==> src/hw/rtl/kfd_pkg.sv <==
// Shared constants, event codes and the close-request bundle for the KISS frame decoder.
package kfd_pkg;

  localparam int FRAME_BYTES_DEF = 512;
  localparam int SETHW_BYTES_DEF = 16;

  localparam logic [7:0] B_FEND      = 8'hC0;
  localparam logic [7:0] B_FESC      = 8'hDB;
  localparam logic [7:0] B_TFEND     = 8'hDC;
  localparam logic [7:0] B_TFESC     = 8'hDD;
  localparam logic [7:0] TYPE_RETURN = 8'hFF;
  localparam logic [3:0] PORT_RETURN = 4'hF;

  localparam logic [3:0] CMD_DATA      = 4'd0;
  localparam logic [3:0] CMD_TX_DELAY  = 4'd1;
  localparam logic [3:0] CMD_PERSIST   = 4'd2;
  localparam logic [3:0] CMD_SLOT_TIME = 4'd3;
  localparam logic [3:0] CMD_TX_TAIL   = 4'd4;
  localparam logic [3:0] CMD_DUPLEX    = 4'd5;
  localparam logic [3:0] CMD_SETHW     = 4'd6;

  localparam logic [7:0] TX_DELAY_RST  = 8'd50;
  localparam logic [7:0] PERSIST_RST   = 8'd63;
  localparam logic [7:0] SLOT_TIME_RST = 8'd10;
  localparam logic [7:0] TX_TAIL_RST   = 8'd0;

  typedef enum logic [2:0] {
    EV_NONE      = 3'd0,
    EV_PAYLOAD   = 3'd1,
    EV_DATA_END  = 3'd2,
    EV_OVERLEN   = 3'd3,
    EV_ESC_ERR   = 3'd4,
    EV_CMD_APPLY = 3'd5,
    EV_CMD_IGN   = 3'd6
  } kfd_ev_t;

  // Frame close request handed to the settings block.
  typedef struct packed {
    logic       close;
    logic [7:0] ftype;
    logic [7:0] first_payload;
  } kfd_close_t;

endpackage

==> src/hw/rtl/kiss_frame_decoder_core.sv <==
// Top level of the KISS frame decoder: framing, unescape, payload stream and result register.
//
//   channel | ports                                   | direction | beat
//   --------+-----------------------------------------+-----------+---------------------------
//   in      | in_valid, in_ready, in_byte             | input     | one received KISS byte
//   out     | out_valid, out_ready, out_event_res ... | output    | one result per input byte
//
// Each input beat yields exactly one output beat in the cycle after it is accepted, held in
// the result register. Throughput is one byte per cycle while out_ready is high: decode is
// a single pass of compare-and-select logic from the frame state to the result register.
// Reset (rst_n low, synchronous) closes any frame, clears escape and drop state
// and loads the default settings: tx delay 50, persistence 63, slot time 10, tx tail 0, duplex off.
// While a result waits and out_ready is low, the result register holds and
// in_ready drops; input is taken again in the same cycle the held result is taken.
module kiss_frame_decoder_core import kfd_pkg::*; #(
  parameter int FRAME_BYTES = FRAME_BYTES_DEF,
  parameter int SETHW_BYTES = SETHW_BYTES_DEF
) (
  input  logic       clk,
  input  logic       rst_n,
  input  logic       in_valid,
  output logic       in_ready,
  input  logic [7:0] in_byte,
  output logic       out_valid,
  input  logic       out_ready,
  output logic [2:0] out_event_res,
  output logic [7:0] out_data_byte,
  output logic [8:0] out_byte_index,
  output logic [3:0] out_port,
  output logic [8:0] out_frame_length,
  output logic [7:0] out_tx_delay,
  output logic [7:0] out_persistence,
  output logic [7:0] out_slot_time,
  output logic [7:0] out_tx_tail,
  output logic       out_full_duplex,
  output logic [4:0] out_hardware_length
);

  localparam int CNT_W = $clog2(FRAME_BYTES + 1);

  // Frame state
  logic             esc_r, esc_nxt;
  logic             drop_r, drop_nxt;
  logic [CNT_W-1:0] cnt_r, cnt_nxt;
  logic [7:0]       ftype_r, ftype_nxt;
  logic [7:0]       first_r, first_nxt;

  // Result register (settings and port are read straight from their state)
  logic             out_valid_r;
  kfd_ev_t          ev_r, ev_nxt;
  logic [7:0]       db_r, db_nxt;
  logic [8:0]       idx_r, idx_nxt;
  logic [8:0]       flen_r, flen_nxt;

  logic             in_fire;
  logic             closing;
  logic             take;
  logic [7:0]       byte_v;
  logic [CNT_W-1:0] pos;
  logic [CNT_W-1:0] plen;
  kfd_ev_t          close_ev;
  kfd_close_t       close_req;

  // Accept a new byte whenever the result slot is empty or being emptied.
  assign in_ready = !out_valid_r || out_ready;
  assign in_fire  = in_valid && in_ready;

  assign pos  = cnt_r - CNT_W'(1);
  assign plen = cnt_r - CNT_W'(1);

  always_comb begin
    esc_nxt   = esc_r;
    drop_nxt  = drop_r;
    cnt_nxt   = cnt_r;
    ftype_nxt = ftype_r;
    first_nxt = first_r;
    ev_nxt    = EV_NONE;
    db_nxt    = 8'd0;
    idx_nxt   = 9'd0;
    flen_nxt  = 9'd0;
    closing   = 1'b0;
    take      = 1'b0;
    byte_v    = in_byte;

    if (in_byte == B_FEND) begin
      // FEND: end a drop run, or close a frame that holds at least the type byte.
      if (drop_r) begin
        drop_nxt = 1'b0;
      end else if (cnt_r != '0) begin
        closing = 1'b1;
        ev_nxt  = close_ev;
        if (close_ev == EV_DATA_END) begin
          flen_nxt = 9'(plen);
        end
      end
      cnt_nxt = '0;
      esc_nxt = 1'b0;
    end else if (!drop_r) begin
      take = 1'b1;
      if (esc_r) begin
        if (in_byte == B_TFEND) begin
          byte_v = B_FEND;
        end else if (in_byte == B_TFESC) begin
          byte_v = B_FESC;
        end else begin
          // Bad escape: drop this byte.
          ev_nxt = EV_ESC_ERR;
          take   = 1'b0;
        end
        esc_nxt = 1'b0;
      end else if (in_byte == B_FESC) begin
        esc_nxt = 1'b1;
        take    = 1'b0;
      end
    end

    if (take) begin
      if (32'(cnt_r) >= 32'(FRAME_BYTES)) begin
        // Overlength: discard the frame and ignore bytes up to the next FEND.
        drop_nxt = 1'b1;
        cnt_nxt  = '0;
        esc_nxt  = 1'b0;
        ev_nxt   = EV_OVERLEN;
      end else begin
        if (cnt_r == '0) begin
          ftype_nxt = byte_v;
        end else begin
          if (ftype_r[3:0] == CMD_DATA) begin
            ev_nxt  = EV_PAYLOAD;
            db_nxt  = byte_v;
            idx_nxt = 9'(pos);
          end
          if (pos == '0) begin
            first_nxt = byte_v;
          end
        end
        cnt_nxt = cnt_r + CNT_W'(1);
      end
    end
  end

  assign close_req.close         = in_fire && closing;
  assign close_req.ftype         = ftype_r;
  assign close_req.first_payload = first_r;

  kfd_settings #(
    .FRAME_BYTES (FRAME_BYTES),
    .SETHW_BYTES (SETHW_BYTES)
  ) u_settings (
    .clk             (clk),
    .rst_n           (rst_n),
    .req             (close_req),
    .plen            (plen),
    .close_ev        (close_ev),
    .tx_delay        (out_tx_delay),
    .persistence     (out_persistence),
    .slot_time       (out_slot_time),
    .tx_tail         (out_tx_tail),
    .full_duplex     (out_full_duplex),
    .hardware_length (out_hardware_length)
  );

  // Frame control state: advance only on an accepted beat.
  always_ff @(posedge clk) begin
    if (!rst_n) begin
      esc_r   <= 1'b0;
      drop_r  <= 1'b0;
      cnt_r   <= '0;
      ftype_r <= 8'd0;
    end else if (in_fire) begin
      esc_r   <= esc_nxt;
      drop_r  <= drop_nxt;
      cnt_r   <= cnt_nxt;
      ftype_r <= ftype_nxt;
    end
  end

  // First payload byte; a close uses it only when the payload is non-empty.
  always_ff @(posedge clk) begin
    if (in_fire) begin
      first_r <= first_nxt;
    end
  end

  // Result register valid.
  always_ff @(posedge clk) begin
    if (!rst_n) begin
      out_valid_r <= 1'b0;
    end else if (in_fire) begin
      out_valid_r <= 1'b1;
    end else if (out_ready) begin
      out_valid_r <= 1'b0;
    end
  end

  // Result payload: load on accept, hold otherwise.
  always_ff @(posedge clk) begin
    if (in_fire) begin
      ev_r   <= ev_nxt;
      db_r   <= db_nxt;
      idx_r  <= idx_nxt;
      flen_r <= flen_nxt;
    end
  end

  assign out_valid        = out_valid_r;
  assign out_event_res    = ev_r;
  assign out_data_byte    = db_r;
  assign out_byte_index   = idx_r;
  assign out_frame_length = flen_r;
  assign out_port         = (ftype_r == TYPE_RETURN) ? PORT_RETURN : ftype_r[7:4];

endmodule

==> src/hw/rtl/kfd_settings.sv <==
// TNC settings registers and the command decode done when a frame closes.
module kfd_settings import kfd_pkg::*; #(
  parameter int FRAME_BYTES = FRAME_BYTES_DEF,
  parameter int SETHW_BYTES = SETHW_BYTES_DEF,
  localparam int CNT_W = $clog2(FRAME_BYTES + 1),
  localparam int HW_W  = $clog2(SETHW_BYTES + 1)
) (
  input  logic             clk,
  input  logic             rst_n,
  input  kfd_close_t       req,
  input  logic [CNT_W-1:0] plen,
  output kfd_ev_t          close_ev,
  output logic [7:0]       tx_delay,
  output logic [7:0]       persistence,
  output logic [7:0]       slot_time,
  output logic [7:0]       tx_tail,
  output logic             full_duplex,
  output logic [4:0]       hardware_length
);

  logic [7:0]      tx_delay_r, tx_delay_nxt;
  logic [7:0]      persist_r, persist_nxt;
  logic [7:0]      slot_r, slot_nxt;
  logic [7:0]      tail_r, tail_nxt;
  logic            duplex_r, duplex_nxt;
  logic [HW_W-1:0] hw_len_r, hw_len_nxt;
  logic [HW_W-1:0] hw_cap;
  logic [3:0]      cmd;
  logic            plen_zero;

  assign cmd       = req.ftype[3:0];
  assign plen_zero = (plen == '0);

  // Stored set-hardware count is the payload length clipped to the store size.
  always_comb begin
    if (32'(plen) > 32'(SETHW_BYTES)) begin
      hw_cap = HW_W'(SETHW_BYTES);
    end else begin
      hw_cap = HW_W'(plen);
    end
  end

  always_comb begin
    close_ev     = EV_NONE;
    tx_delay_nxt = tx_delay_r;
    persist_nxt  = persist_r;
    slot_nxt     = slot_r;
    tail_nxt     = tail_r;
    duplex_nxt   = duplex_r;
    hw_len_nxt   = hw_len_r;
    if (req.ftype == TYPE_RETURN) begin
      close_ev = EV_NONE;
    end else begin
      unique case (cmd)
        CMD_DATA: begin
          close_ev = EV_DATA_END;
        end
        CMD_TX_DELAY, CMD_PERSIST, CMD_SLOT_TIME, CMD_TX_TAIL, CMD_DUPLEX: begin
          if (!plen_zero) begin
            close_ev = EV_CMD_APPLY;
            case (cmd)
              CMD_TX_DELAY:  tx_delay_nxt = req.first_payload;
              CMD_PERSIST:   persist_nxt  = req.first_payload;
              CMD_SLOT_TIME: slot_nxt     = req.first_payload;
              CMD_TX_TAIL:   tail_nxt     = req.first_payload;
              default:       duplex_nxt   = (req.first_payload != 8'd0);
            endcase
          end
        end
        CMD_SETHW: begin
          close_ev   = EV_CMD_APPLY;
          hw_len_nxt = hw_cap;
        end
        default: begin
          close_ev = EV_CMD_IGN;
        end
      endcase
    end
  end

  always_ff @(posedge clk) begin
    if (!rst_n) begin
      tx_delay_r <= TX_DELAY_RST;
      persist_r  <= PERSIST_RST;
      slot_r     <= SLOT_TIME_RST;
      tail_r     <= TX_TAIL_RST;
      duplex_r   <= 1'b0;
      hw_len_r   <= '0;
    end else if (req.close) begin
      tx_delay_r <= tx_delay_nxt;
      persist_r  <= persist_nxt;
      slot_r     <= slot_nxt;
      tail_r     <= tail_nxt;
      duplex_r   <= duplex_nxt;
      hw_len_r   <= hw_len_nxt;
    end
  end

  assign tx_delay        = tx_delay_r;
  assign persistence     = persist_r;
  assign slot_time       = slot_r;
  assign tx_tail         = tail_r;
  assign full_duplex     = duplex_r;
  assign hardware_length = 5'(hw_len_r);

endmodule
==> config.mk <==
export PLATFORM = sky130hd
export DESIGN_NAME = kiss_frame_decoder_core
export DESIGN_NICKNAME = d
export VERILOG_FILES = /design/src/hw/rtl/kfd_pkg.sv /design/src/hw/rtl/kiss_frame_decoder_core.sv /design/src/hw/rtl/kfd_settings.sv
export SDC_FILE = /design/constraint.sdc
export NUM_CORES = 1
export LEC_CHECK = 0
export BUFFER_PORTS_ARGS = -buffer_cell sky130_fd_sc_hd__buf_2
export CAP_MARGIN = 0
export CORE_MARGIN = 10
export CORE_UTILIZATION = 35
export DETAILED_ROUTE_END_ITERATION = 8
export GPL_TIMING_DRIVEN = 0
export SLEW_MARGIN = 20
export SYNTH_ARGS = -nofsm -noshare
export SYNTH_HDL_FRONTEND = slang
export SYNTH_SLANG_ARGS = --single-unit
export TNS_END_PERCENT = 20
==> constraint.sdc <==
create_clock -name clk -period 4.05 [get_ports clk]
set_input_delay 0.81 -clock clk [delete_from_list [all_inputs] [get_ports clk]]
set_output_delay 0.81 -clock clk [all_outputs]
set_load 0.005 [all_outputs]
# After elaboration in Yosys (flattened, before gate mapping)
# Index checks and enable logic that the tools add are counted.
# word_totals
input_bits	12
ff_bits	96
word_cells	110
# classes
n_addsub	2
eq_ne	12
muxes	44
magnitude_cmp	2
n_reduce_logical	24
bitwise_logic	10
# ops
op	n
8-bit equality test, second input constant	5
8-bit two-way mux	5
3-bit two-way mux	13
10-bit two-way mux	3
5-bit AND reduction	6
10-bit logical NOT	2
1-bit two-way mux	20
4-bit by 3-bit equality test with 1-bit output, second input constant	3
4-bit OR reduction	3
10-bit by 1-bit adder with 10-bit output, second input constant	1
10-bit >= comparator, second input constant	1
10-bit by 5-bit > comparator with 1-bit output, second input constant	1
1-bit NOT	10
10-bit nonzero test	1
10-bit by 1-bit subtractor with 10-bit output, second input constant	1
3-bit case mux with 3 select lines	1
4-bit by 2-bit equality test with 1-bit output, second input constant	2
8-bit nonzero test	1
5-bit two-way mux	1
5-bit OR reduction	1
4-bit by 1-bit equality test with 1-bit output, second input constant	1
4-bit logical NOT	1
4-bit two-way mux	1
4-bit AND reduction	1
other kinds (7)	9

# Longest topological paths before layout
# depth
ltp_word	12
depth_mapped	10

# Cells and area by module
# A second synthesis with hierarchy kept.
# unflattened
hier_cells	441
area_unflattened_um2	4362.9
# modules_own_cells
module	area_each_um2	cells_each	n_inst
kiss_frame_decoder_core	2756.4	270	1
kfd_settings	1606.5	171	1

# Least setup slack after synthesis
# No wires, ideal clock.
# synth_timing
path_type	register to register
start	reg cnt_r[0]
end	reg first_r[0], enable pin
period_less_slack_ps	3008
setup_ps	383
arrival_time_ps	2624
path_buffers	1
path_stages_with_launch	9
setup_slack_ps	1042
path_cell_list	dfxtp_1 -> buf_2 -> inv_1 -> ha_1 -> nor3b_1 -> xnor2_1 -> nor4b_4 -> nand2_1 -> nor3_1
# synth_between
elab_chain_len	3
word_cells_on_any_way	7
# synth_rtl
item	line_no	source
start, declared	kiss_frame_decoder_core.sv:44	logic [CNT_W-1:0] cnt_r, cnt_nxt;
start signal, assigned	kiss_frame_decoder_core.sv:173	cnt_r <= cnt_nxt;
10-bit by 1-bit subtractor with 10-bit output	n/a	
named net plen[0]	kiss_frame_decoder_core.sv:60	logic [CNT_W-1:0] plen;
10-bit logical NOT	kiss_frame_decoder_core.sv:133	if (pos == '0) begin
5-bit AND reduction (no source line)	n/a	
end signal, assigned	kiss_frame_decoder_core.sv:181	first_r <= first_nxt;
end, declared	kiss_frame_decoder_core.sv:46	logic [7:0] first_r, first_nxt;
# The timed path passes the listed nets, and every way through them passes these cells.
# A chain may end at the register's enable or synchronous reset.

# Final worst setup path
# layout_timing
start	reg cnt_r[0]
end	reg first_r[1], enable pin
# The elaborated chain is that of the path after synthesis.

==> out/results.txt <==
Beginning of the critical path: cnt_r[0]
Xor and xnor area share after synthesis: 0.0120
I/O pin count: 85
Final hold violation count: 0
FF-to-FF Start: cnt_r[0]
Worst-case hold path end point: u_settings.tx_tail[3]
Root Driver: clkbuf_16
Share of cells above drive strength 1: 0.223
Initial antenna violation count: 0
Row count: 40
Post-CTS Setup Bufs: 0
# resized after CTS: 0
Die area: 0.0174 mm^2
Post-Syn Area per Cell: 9.95 um^2
GRT overflow: 0
Hold-critical path depth: 2
TNS Setup: 0 ns
Placed inst area: 0.00499 mm^2
PwrDens: 391 mW/mm^2
Worst skew pair latency: 0.34 ns
Area growth, synth to finish: 20.8%
Cells after DPL: 690
Slew headroom: 0.320
Mapped Area: 0.00437 mm^2
Post-synth EDFFs: 37
Maximum clock rate: 303 MHz
Hold buffer count at CTS: 0
Fin crit period: 3.30 ns
DRC: 0
R2R Path End: first_r[1]
R2R Setup Slk: 0.75 ns
Crit start category: register
Detailed Route Iter0 Violations: 180
Mapped Nets: 454
Largest net degree at the start of global routing: 32
Hold Crit Start: u_settings.tx_tail[3]
Chip Width: 132 um
Least-Margin Pin Slew: 1.02 ns
Multiplexer share of the synthesized area: 0.0756
Hold Crit Class: register to register
Synth Area in Simple Gates: 0.222
ANT cells: 0
Synthesized flop and latch total: 96
Worst EP arrival: 3.28 ns
Chip height: 132 um
Hpwl dp: 8760 um
Ys async rst share: 0
Setup Skew: 0.00637 ns
Mapped Cells: 439
Critical setup path kind: register to register
Synth Area in Adders: 0.00859
Starting Density: 0.361
Critical Path RT: 4.03 ns
Synth warnings: 0
Max-slew violation count: 0
Vias in the first global route: 3430
Worst setup EP type: register
RSZ-0062 raised after global routing: false
CTS sink cnt: 96
WL final: 11600 um
Max Cap Violations: 0
Port Buffers: 83
Seq/Total Area, Yosys: 0.525
Compound-gate portion of the synthesized area: 0.110
Via count: 3523
Total GRT Usage: 0.133
Top reg by flops: cnt_r
Inserted Clock Buffers: 9
Fillers: 1189
Max Fanout on Critical Path: 10
Vias per cell: 4.99
CTS tree: done
R2R depth: 8
Core area: 0.0121 mm^2
Placer Congestion: 0.839
First-pass GRT wire length: 18700 um
Cell variety after synth: 52
Wirelength per Cell: 16.5 um
Largest family of logic cells by synthesized area: simple AND/OR/NAND/NOR gates
Leak: 2.18 nW
Pre-antenna DRT Iters: 5
H-tree depth: 3
CTS Buffer Depth: 2
Period utilization: 0.815
Non-filler cells, final: 706
Final ANT Viol Nets: 0
Worst VDD drop: 0.176 mV
Post-synth top flop: dfxtp_1
Largest register FFs: 10
Status: completed
Final Power: 0.00206 W
Clk slew on worst S/H paths: 0.07 ns
Final setup fails: 0
Post-route cell area: 0.00528 mm^2
Fin nets: 548
[layout by cell type, fill, tap and decap left out, types with 14 or more instances in the layout]
cell and n:
nand3_1 14, inv_1 16, clkbuf_1 31, edfxtp_1 37, nand2_1 51, o21ai_0 15, mux2i_1 33, buf_2 85
dfxtp_1 59, nor2_1 56
[cells in the mapped netlist (2+ instances only)]
cell / n / area share
o22ai_1: 2 / 0.0029
nand2_1: 51 / 0.044
nor4_1: 5 / 0.0072
nand4_1: 3 / 0.0043
a211o_1: 7 / 0.014
nand3_1: 14 / 0.016
inv_1: 17 / 0.015
a2111o_1: 3 / 0.0077
clkbuf_1: 30 / 0.026
o21ai_0: 15 / 0.017
o41a_1: 2 / 0.0052
or3_1: 6 / 0.0086
nor3_1: 14 / 0.016
or2_2: 5 / 0.0072
buf_6: 2 / 0.0052
a2111oi_2: 2 / 0.0069
a211oi_1: 2 / 0.0034
nand2b_1: 7 / 0.010
a31o_2: 2 / 0.0040
a21oi_1: 5 / 0.0057
nor3b_1: 2 / 0.0034
mux2i_1: 33 / 0.076
ha_1: 3 / 0.0086
dfxtp_1: 59 / 0.27
nor4b_1: 2 / 0.0040
buf_2: 2 / 0.0023
or4_1: 8 / 0.014
xnor2_1: 5 / 0.010
a2111oi_4: 2 / 0.013
edfxtp_1: 37 / 0.25
a21o_1: 3 / 0.0052
and3_1: 7 / 0.010
nand3b_1: 5 / 0.0086
nor2_1: 56 / 0.048
o31ai_1: 4 / 0.0069
[cells by family (layout without fill, tap and decap cells)]
kind of cell	count (synthesis)	after routing
buffers and inverters	51	150
AND/OR/NAND/NOR	193	193
flip-flops	96	96
adder cells (fa/ha/maj)	3	3
multiplexers	33	33
AO/OA/AOI/OAI	57	57
XOR/XNOR	6	6
[power by group]
group / leakage [nW] / switching (W) / internal [W]
Sequential: 0.842 / 0.0000151 / 0.00104
Clock: 0.141 / 0.000375 / 0.000426
Combinational: 1.20 / 0.000137 / 0.0000710
[worst max path at each step]
stage               depth (start not counted)    endpoint  slack, ns
CTS                                         8  first_r[1]       0.38
global placement                            8  first_r[6]       0.47
global route                                8  first_r[1]       0.50
detailed placement                          8  first_r[7]       0.40
finish                                      8  first_r[1]       0.75
floorplan                                   8  first_r[0]       1.04
[per-layer routing]
metal / wire [um] / track usage
met5: 0 / 0
met1: 5460 / 0.172
met2: 5300 / 0.205
met3: 638 / 0.0381
met4: 214 / 0.0494
[through the flow]
step           hold slack (ns)  utilization  setup WS, ns
5_1_grt                  0.470        0.436         0.498
6_report                 0.454        0.436         0.750
4_1_cts                  0.459        0.435         0.378
2_1_floorplan            0.448            -          1.04
3_5_place_dp             0.445        0.412         0.404
3_3_place_gp             0.439        0.412         0.472
[area by class of cell]
cell class                 instances  area [um^2]  share of cell area
clock inverter                     6         47.5             0.00901
buffer                            34          145              0.0275
clock buffer                      10          229              0.0434
inverter                          17         63.8              0.0121
sequential                        96         2290               0.434
timing repair buffer              83          415              0.0787
tap                              168          210              0.0398
multi-input combinational        292         1870               0.355
[critical path: stages, from the launching register on]
cell and delay, ns:
dfxtp_1 0.39, buf_2 0.24, inv_1 0.06, ha_1 0.27, nor3b_1 0.18, xnor2_1 0.34
nor4b_4 0.66, nand2_1 0.22, nor3_2 0.58
No activity file was read; power rests on OpenSTA's default activity.
